$ cat src/hdl/u2u8_pkg.sv
package u2u8_pkg;

  localparam int unsigned QUEUE_DEPTH = 2;

  // final status codes
  localparam logic [2:0] ST_OK         = 3'd0;
  localparam logic [2:0] ST_ODD        = 3'd1;
  localparam logic [2:0] ST_INCOMPLETE = 3'd2;
  localparam logic [2:0] ST_BADLOW     = 3'd3;
  localparam logic [2:0] ST_LONELOW    = 3'd4;

  localparam logic [15:0] HI_SURR_MIN = 16'hD800;
  localparam logic [15:0] HI_SURR_MAX = 16'hDBFF;
  localparam logic [15:0] LO_SURR_MIN = 16'hDC00;
  localparam logic [15:0] LO_SURR_MAX = 16'hDFFF;
  localparam logic [20:0] SUPP_BASE   = 21'h10000;
  localparam logic [20:0] MAX_1BYTE   = 21'h7F;
  localparam logic [20:0] MAX_2BYTE   = 21'h7FF;
  localparam logic [20:0] MAX_3BYTE   = 21'hFFFF;

  typedef struct packed {
    logic [7:0] in_byte;
    logic       end_of_text;
  } in_item_t;

  typedef struct packed {
    logic [7:0] out_byte;
    logic       byte_valid;
    logic [2:0] status;
    logic       run_last;
    logic       text_done;
  } out_item_t;

  // one queued job: a code point to encode, or a status-only close
  typedef struct packed {
    logic [20:0] cp;
    logic [1:0]  last_idx;  // encoded length minus one
    logic        stat_only;
    logic [2:0]  status;
    logic        done;
  } job_t;

  typedef struct packed {
    logic full;
    logic empty;
  } qstat_t;

  // number of UTF-8 bytes minus one for a code point
  function automatic logic [1:0] utf8_last_idx(logic [20:0] cp);
    logic [1:0] r;
    if (cp <= MAX_1BYTE) begin
      r = 2'd0;
    end else if (cp <= MAX_2BYTE) begin
      r = 2'd1;
    end else if (cp <= MAX_3BYTE) begin
      r = 2'd2;
    end else begin
      r = 2'd3;
    end
    return r;
  endfunction

  // byte idx of the UTF-8 encoding of cp
  function automatic logic [7:0] utf8_byte(logic [20:0] cp, logic [1:0] last_idx,
                                           logic [1:0] idx);
    logic [7:0] b;
    logic [1:0] k;
    k = last_idx - idx;
    if (idx == 2'd0) begin
      case (last_idx)
        2'd0:    b = {1'b0, cp[6:0]};
        2'd1:    b = {3'b110, cp[10:6]};
        2'd2:    b = {4'b1110, cp[15:12]};
        default: b = {5'b11110, cp[20:18]};
      endcase
    end else begin
      case (k)
        2'd0:    b = {2'b10, cp[5:0]};
        2'd1:    b = {2'b10, cp[11:6]};
        default: b = {2'b10, cp[17:12]};
      endcase
    end
    return b;
  endfunction

endpackage

$ cat src/hdl/u2u8_queue.sv
module u2u8_queue #(
  parameter int unsigned Depth = u2u8_pkg::QUEUE_DEPTH
) (
  input  logic             clk_i,
  input  logic             rst_ni,
  input  logic             push_i,
  input  u2u8_pkg::job_t   push_job_i,
  input  logic             pop_i,
  output u2u8_pkg::job_t   head_job_o,
  output u2u8_pkg::qstat_t stat_o
);

  localparam int unsigned PtrW = (Depth > 1) ? $clog2(Depth) : 1;
  localparam int unsigned CntW = $clog2(Depth + 1);

  u2u8_pkg::job_t mem_q [Depth];
  logic [PtrW-1:0] wr_ptr_q, wr_ptr_d;
  logic [PtrW-1:0] rd_ptr_q, rd_ptr_d;
  logic [CntW-1:0] cnt_q, cnt_d;

  always_comb begin
    wr_ptr_d = wr_ptr_q;
    rd_ptr_d = rd_ptr_q;
    cnt_d    = cnt_q;
    if (push_i) begin
      wr_ptr_d = (wr_ptr_q == PtrW'(Depth - 1)) ? '0 : wr_ptr_q + 1'b1;
    end
    if (pop_i) begin
      rd_ptr_d = (rd_ptr_q == PtrW'(Depth - 1)) ? '0 : rd_ptr_q + 1'b1;
    end
    if (push_i && !pop_i) begin
      cnt_d = cnt_q + 1'b1;
    end else if (pop_i && !push_i) begin
      cnt_d = cnt_q - 1'b1;
    end
  end

  always_ff @(posedge clk_i or negedge rst_ni) begin
    if (!rst_ni) begin
      wr_ptr_q <= '0;
      rd_ptr_q <= '0;
      cnt_q    <= '0;
    end else begin
      wr_ptr_q <= wr_ptr_d;
      rd_ptr_q <= rd_ptr_d;
      cnt_q    <= cnt_d;
    end
  end

  always_ff @(posedge clk_i) begin
    if (push_i) begin
      mem_q[wr_ptr_q] <= push_job_i;
    end
  end

  assign head_job_o   = mem_q[rd_ptr_q];
  assign stat_o.full  = (cnt_q == CntW'(Depth));
  assign stat_o.empty = (cnt_q == '0);

endmodule

$ cat src/hdl/u2u8_front.sv
module u2u8_front (
  input  logic               clk_i,
  input  logic               rst_ni,
  input  logic               in_valid_i,
  input  u2u8_pkg::in_item_t in_item_i,
  output logic               in_ready_o,
  input  u2u8_pkg::qstat_t   qstat_i,
  output logic               push_o,
  output u2u8_pkg::job_t     push_job_o
);

  logic        odd_q, odd_d;
  logic [7:0]  held_q, held_d;
  logic        hp_q, hp_d;
  logic [9:0]  hb_q, hb_d;
  logic [2:0]  err_q, err_d;

  logic        accept;
  logic [15:0] unit;
  logic        is_hi, is_lo, enc;
  logic [20:0] cp;
  logic [2:0]  st;

  assign in_ready_o = !qstat_i.full;
  assign accept     = in_valid_i && in_ready_o;
  assign unit       = {in_item_i.in_byte, held_q};
  assign is_hi      = (unit >= u2u8_pkg::HI_SURR_MIN) && (unit <= u2u8_pkg::HI_SURR_MAX);
  assign is_lo      = (unit >= u2u8_pkg::LO_SURR_MIN) && (unit <= u2u8_pkg::LO_SURR_MAX);

  always_comb begin
    odd_d      = odd_q;
    held_d     = held_q;
    hp_d       = hp_q;
    hb_d       = hb_q;
    err_d      = err_q;
    enc        = 1'b0;
    cp         = {5'd0, unit};
    st         = u2u8_pkg::ST_OK;
    push_o     = 1'b0;
    push_job_o = '0;
    if (accept) begin
      if (!odd_q) begin
        held_d = in_item_i.in_byte;
        odd_d  = 1'b1;
        if (in_item_i.end_of_text) begin
          push_o               = 1'b1;
          push_job_o.stat_only = 1'b1;
          push_job_o.status    = u2u8_pkg::ST_ODD;
          push_job_o.done      = 1'b1;
        end
      end else begin
        odd_d = 1'b0;
        if (err_q == u2u8_pkg::ST_OK) begin
          if (hp_q) begin
            hp_d = 1'b0;
            if (is_lo) begin
              cp  = u2u8_pkg::SUPP_BASE + {1'b0, hb_q, unit[9:0]};
              enc = 1'b1;
            end else begin
              err_d = u2u8_pkg::ST_BADLOW;
            end
          end else if (is_hi) begin
            hp_d = 1'b1;
            hb_d = unit[9:0];
          end else if (is_lo) begin
            err_d = u2u8_pkg::ST_LONELOW;
          end else begin
            enc = 1'b1;
          end
        end
        push_job_o.cp       = cp;
        push_job_o.last_idx = u2u8_pkg::utf8_last_idx(cp);
        if (!in_item_i.end_of_text) begin
          push_o = enc;
        end else begin
          st = err_d;
          if (st == u2u8_pkg::ST_OK && hp_d) begin
            st = u2u8_pkg::ST_INCOMPLETE;
          end
          push_o          = 1'b1;
          push_job_o.done = 1'b1;
          if (st != u2u8_pkg::ST_OK || !enc) begin
            push_job_o.stat_only = 1'b1;
            push_job_o.status    = st;
          end
        end
      end
      if (in_item_i.end_of_text) begin
        // text closed: back to the reset state
        odd_d  = 1'b0;
        held_d = '0;
        hp_d   = 1'b0;
        hb_d   = '0;
        err_d  = u2u8_pkg::ST_OK;
      end
    end
  end

  always_ff @(posedge clk_i or negedge rst_ni) begin
    if (!rst_ni) begin
      odd_q  <= 1'b0;
      held_q <= '0;
      hp_q   <= 1'b0;
      hb_q   <= '0;
      err_q  <= u2u8_pkg::ST_OK;
    end else begin
      odd_q  <= odd_d;
      held_q <= held_d;
      hp_q   <= hp_d;
      hb_q   <= hb_d;
      err_q  <= err_d;
    end
  end

endmodule

$ cat src/hdl/u2u8_back.sv
module u2u8_back (
  input  logic                clk_i,
  input  logic                rst_ni,
  input  u2u8_pkg::job_t      head_job_i,
  input  u2u8_pkg::qstat_t    qstat_i,
  output logic                pop_o,
  output logic                out_valid_o,
  input  logic                out_ready_i,
  output u2u8_pkg::out_item_t out_item_o
);

  logic [1:0]          idx_q, idx_d;
  logic                out_valid_q, out_valid_d;
  u2u8_pkg::out_item_t out_q, out_d;
  logic                load, emit, last;

  assign load = !out_valid_q || out_ready_i;
  assign emit = load && !qstat_i.empty;
  assign last = head_job_i.stat_only || (idx_q == head_job_i.last_idx);
  assign pop_o = emit && last;

  always_comb begin
    idx_d       = idx_q;
    out_valid_d = out_valid_q;
    out_d       = out_q;
    if (load) begin
      out_valid_d = !qstat_i.empty;
    end
    if (emit) begin
      idx_d = last ? 2'd0 : idx_q + 2'd1;
      if (head_job_i.stat_only) begin
        out_d.out_byte   = '0;
        out_d.byte_valid = 1'b0;
        out_d.status     = head_job_i.status;
      end else begin
        out_d.out_byte   = u2u8_pkg::utf8_byte(head_job_i.cp, head_job_i.last_idx, idx_q);
        out_d.byte_valid = 1'b1;
        out_d.status     = u2u8_pkg::ST_OK;
      end
      out_d.run_last  = last;
      out_d.text_done = last && head_job_i.done;
    end
  end

  always_ff @(posedge clk_i or negedge rst_ni) begin
    if (!rst_ni) begin
      idx_q       <= '0;
      out_valid_q <= 1'b0;
    end else begin
      idx_q       <= idx_d;
      out_valid_q <= out_valid_d;
    end
  end

  always_ff @(posedge clk_i) begin
    out_q <= out_d;
  end

  assign out_valid_o = out_valid_q;
  assign out_item_o  = out_q;

endmodule

$ cat src/hdl/utf16le_to_utf8_transcoder_core.sv
// Channel   Handshake                  Payload                 Per transaction
// --------  -------------------------  ----------------------  --------------------------
// in        in_valid_i / in_ready_o    in_item_i  (in_item_t)  one UTF-16LE byte (+ end)
// out       out_valid_o / out_ready_i  out_item_o (out_item_t) one UTF-8 byte or status
//
// Input takes one byte per cycle while the job queue has room; output gives one
// byte per cycle while out_ready_i allows. A code unit yields 0 to 3 output bytes
// and a surrogate pair 4, walked one per cycle (unless the output stalls) by the
// back-end byte sequencer, so the output port sets the sustained rate.
// Reset (rst_ni, async, low) empties the queue and returns the decoder to the start
// of a text. A stalled output holds its register; the queue then fills and in_ready_o
// drops.
module utf16le_to_utf8_transcoder_core #(
  parameter int unsigned QueueDepth = u2u8_pkg::QUEUE_DEPTH
) (
  input  logic                clk_i,
  input  logic                rst_ni,
  input  logic                in_valid_i,
  output logic                in_ready_o,
  input  u2u8_pkg::in_item_t  in_item_i,
  output logic                out_valid_o,
  input  logic                out_ready_i,
  output u2u8_pkg::out_item_t out_item_o
);

  // front end: pairs bytes into code units, joins surrogates, tracks errors
  logic             push;
  logic             pop;
  u2u8_pkg::job_t   push_job;
  u2u8_pkg::job_t   head_job;
  u2u8_pkg::qstat_t qstat;

  u2u8_front u_front (
    .clk_i      (clk_i),
    .rst_ni     (rst_ni),
    .in_valid_i (in_valid_i),
    .in_item_i  (in_item_i),
    .in_ready_o (in_ready_o),
    .qstat_i    (qstat),
    .push_o     (push),
    .push_job_o (push_job)
  );

  // short job queue decouples the front end from output stalls
  u2u8_queue #(
    .Depth (QueueDepth)
  ) u_queue (
    .clk_i      (clk_i),
    .rst_ni     (rst_ni),
    .push_i     (push),
    .push_job_i (push_job),
    .pop_i      (pop),
    .head_job_o (head_job),
    .stat_o     (qstat)
  );

  // back end: emits the UTF-8 bytes or status of each job through the output register
  u2u8_back u_back (
    .clk_i       (clk_i),
    .rst_ni      (rst_ni),
    .head_job_i  (head_job),
    .qstat_i     (qstat),
    .pop_o       (pop),
    .out_valid_o (out_valid_o),
    .out_ready_i (out_ready_i),
    .out_item_o  (out_item_o)
  );

  // never write a full queue that is not popped at the same time
  a_no_overflow: assert property (@(posedge clk_i) disable iff (!rst_ni)
    !(push && qstat.full && !pop))
    else $error("job queue overflow");

  // never pop an empty queue
  a_no_underflow: assert property (@(posedge clk_i) disable iff (!rst_ni)
    !(pop && qstat.empty))
    else $error("job queue underflow");

  // status-only results always close the text
  a_status_only_closes: assert property (@(posedge clk_i) disable iff (!rst_ni)
    out_valid_o && !out_item_o.byte_valid |-> out_item_o.run_last && out_item_o.text_done)
    else $error("status-only result not final");

  // a nonzero status appears only on the final result
  a_status_final: assert property (@(posedge clk_i) disable iff (!rst_ni)
    out_valid_o && (out_item_o.status != u2u8_pkg::ST_OK) |-> out_item_o.text_done)
    else $error("error status before end of text");

endmodule

$ cat config.mk
export PLATFORM = sky130hd
export DESIGN_NAME = utf16le_to_utf8_transcoder_core
export DESIGN_NICKNAME = d
export VERILOG_FILES = /design/src/hdl/u2u8_pkg.sv /design/src/hdl/u2u8_queue.sv /design/src/hdl/u2u8_front.sv /design/src/hdl/u2u8_back.sv /design/src/hdl/utf16le_to_utf8_transcoder_core.sv
export SDC_FILE = /design/constraint.sdc
export NUM_CORES = 1
export LEC_CHECK = 0
export BUFFER_PORTS_ARGS = -buffer_cell sky130_fd_sc_hd__buf_2
export CAP_MARGIN = 40
export CORE_UTILIZATION = 40
export CTS_BUF_LIST = sky130_fd_sc_hd__clkbuf_8
export CTS_CLUSTER_DIAMETER = 30
export DETAILED_ROUTE_END_ITERATION = 10
export HOLD_SLACK_MARGIN = 0.03
export SETUP_SLACK_MARGIN = 0.4
export SLEW_MARGIN = 10
export SYNTH_ARGS = -nofsm -noshare
export SYNTH_HDL_FRONTEND = slang
export SYNTH_SLANG_ARGS = --single-unit
$ cat constraint.sdc
create_clock -name clk_i -period 4.7 [get_ports clk_i]
set_input_delay 1.175 -clock clk_i [delete_from_list [all_inputs] [get_ports clk_i]]
set_output_delay 1.175 -clock clk_i [all_outputs]
set_load 0.01 [all_outputs]
==> out/metrics.csv <==
metric;value;unit
outcome;completed;
worst slew pin tran;0.793;ns
Slew Limit Fails;0;
ys flop type;edfxtp_1;
Detail Route Antenna Nets;0;
Cells on Worst Hold Path;2;
Clock Tree Root;clkbuf_8;
CTS Hold Bufs;0;
worst-skew pair later-pin latency;0.36;ns
final wirelength;9330;µm
cts repair resizes;0;
dominant cell type by area after synthesis;edfxtp_1;
unrepaired setup endpoints after global routing;false;
CTS sink cnt;100;
worst endpoint required time;4.73;ns
slew margin rel.;47.1;%
Tcrit/Tclk final;58.5;%
reg2reg end;u_queue.cnt_q[1]$_DFFE_PN0P_;
number of synthesized flops with an enable pin;70;
Row Count;38;
Die Wd;109;µm
Synth top area share;46.2;%
MaxCap Viol Count;0;
largest net degree at the start of global routing;31;
DR vias/cell;5.40;
CTS Buf Count;9;
Final Hold Fails;0;
peak supply drop;272;µV
r2r worst-path depth;10;
Final HPWL DP;6560;µm
vias in the first global route;2719;
first-pass GRT wire length;15100;µm
Die Y-Extent;109;µm
Hold WC Path Type;flop to flop;
IO buf count;28;
yosys warns;0;
Worst Path Max Fanout;28;
highest clock rate;364;MHz
# diodes;0;
Wirelength per Cell;18.3;µm
Power Total;3.04;mW
final setup vio count;0;
DP Area;4860;µm²
Routability Congestion;0.794;
fraction of registers with async set/reset;30.0;%
Initial Utilization;41.5;%
H-tree Lvls;3;
clk slew on worst S/H paths;0.09;ns
CP Launch Type;input port;
syn nets;353;
Setup Buffers After CTS;0;
# DRC;0;
Final Instance Area;5050;µm²
number of distinct library cells after synthesis;57;
initial antenna violation count;0;
Endpoint, Worst Hold;u_back.out_valid_o$_DFFE_PN0N_;
Post-Synthesis Cell Area;4550;µm²
HP Start;u_back.out_valid_o$_DFFE_PN0N_;
Setup CP Type;input port to flop;
Tmin final;2.75;ns
pwr/cell area;603;nW/µm²
syn_area_per_cell;13.8;µm²
post-synthesis register bit count;100;
commonest cells after routing, fill and taps aside;edfxtp_1 (70), dfrtp_1 (30), buf_2 (28), nor2_1 (26), mux2i_1 (25);
P&R area growth vs syn;10.9;%
R2R setup slack;2.03;ns
# IOs;29;
commonest non-fill, non-tap cell in the layout;edfxtp_1;
synthesized instance count;331;
skew final;0.00869;ns
launch point of the worst reg-to-reg path;u_queue.rd_ptr_q$_DFFE_PN0P_;
CTS tree;done;
layout net count;388;
Static Leak;2.09;nW
detailed-router iteration count before antenna repair;4;
Total GRT Usage;17.7;%
Bufs on Longest Clock Path;2;
Worst EP arrival;2.78;ns
vias;2758;
Die Footprint;11800;µm²
largest cells by area after synthesis;edfxtp_1 (46%), dfrtp_1 (16%), mux2i_1 (5.5%);
total gr overflow;0;
initial drt markers;114;
core area;11000;µm²
Setup TNS Final;0;ns
Critical Path End Type;flop;
layout cells sized above 1;20.8;%
sequential fraction of the synthesis area;62.6;%
cells in the mapped netlist, drive strengths merged (6+ instances only):
cell type,count
a21oi,10
a22o,15
and3,11
dfrtp,30
edfxtp,70
ha,9
inv,12
mux2,15
mux2i,26
nand2,14
nand2b,6
nand3,6
nor2,27
nor2b,6
nor3,7
o21ai,12
worst max path at each step:
stage / startpoint / endpoint / slack (ns) / cells after the start
finish: in_item_i[6] / u_queue.mem_q[1][8]$_DFFE_PP_ / 1.95 / 7
global placement: in_item_i[6] / u_queue.mem_q[1][22]$_DFFE_PP_ / 1.59 / 7
CTS: in_item_i[6] / u_queue.mem_q[1][8]$_DFFE_PP_ / 1.97 / 7
floorplan: in_item_i[6] / u_queue.mem_q[1][0]$_DFFE_PP_ / 1.00 / 5
detailed placement: in_item_i[6] / u_queue.mem_q[1][20]$_DFFE_PP_ / 1.57 / 7
global route: out_ready_i / u_queue.cnt_q[1]$_DFFE_PN0P_ / 1.80 / 8
sequential cells by signal, indices dropped and copies added (netlist names):
| name | cells |
|---|---|
| u_queue.rd_ptr_q | 1 |
| u_front.odd_q | 1 |
| u_front.hb_q | 10 |
| u_queue.cnt_q | 2 |
| u_back.out_item_o | 14 |
| u_back.idx_q | 2 |
| u_front.held_q | 8 |
| u_back.out_valid_o | 1 |
| u_queue.wr_ptr_q | 1 |
| u_front.err_q | 3 |
| u_front.hp_q | 1 |
| u_queue.mem_q | 56 |
report_power, final:
| part | internal [mW] | leakage, nW | switching, mW |
|---|---|---|---|
| logic | 0.465 | 0.922 | 0.654 |
| registers | 1.25 | 1.06 | 0.127 |
| clock network | 0.255 | 0.101 | 0.289 |
cells by family (layout without fill, tap and decap cells):
family	count (synthesis)	count (layout)	synth area share, %
buf+inv	20	60	1.98
flops	100	100	62.6
fa+ha+maj	9	9	2.47
compound gates	63	63	10.4
mux	41	41	9.51
xor+xnor	9	9	2.06
simple gates	89	89	10.9
per-layer routing:
layer  up-vias  track usage, %  wire [µm]
li1       1317               -          -
met1      1359            25.2       4550
met2        69            26.3       4280
met3        13            4.18        372
met4         0            6.27        124
met5         -               0          0
critical path: stages:
cell and delay, ns:
buf_2 0.12, and4b_1 0.39, and2_1 0.23, a21o_1 0.17, a31oi_2 0.15, nor2b_2 0.15, buf_4 0.35
layout make-up:
cell class / count / area, µm²
clock buffer: 10 / 138
sequential: 100 / 2850
tap: 140 / 175
inverter: 12 / 45.0
timing repair buffer: 32 / 170
multi-input combinational: 211 / 1620
fill: 997 / 5930
clock inverter: 6 / 55.1
metrics by stage:
| step | utilization, % | setup WS, ns | hold WS, ns | instances |
|---|---|---|---|---|
| CTS | 46.0 | 1.97 | 0.515 | 511 |
| detailed placement | 44.2 | 1.57 | 0.491 | 495 |
| floorplan | - | 1.00 | 0.461 | 331 |
| finish | 46.0 | 1.95 | 0.510 | 511 |
| global placement | 44.2 | 1.59 | 0.492 | 495 |
| global route | 46.0 | 1.80 | 0.533 | 511 |
(Power assumes the default switching activity.)
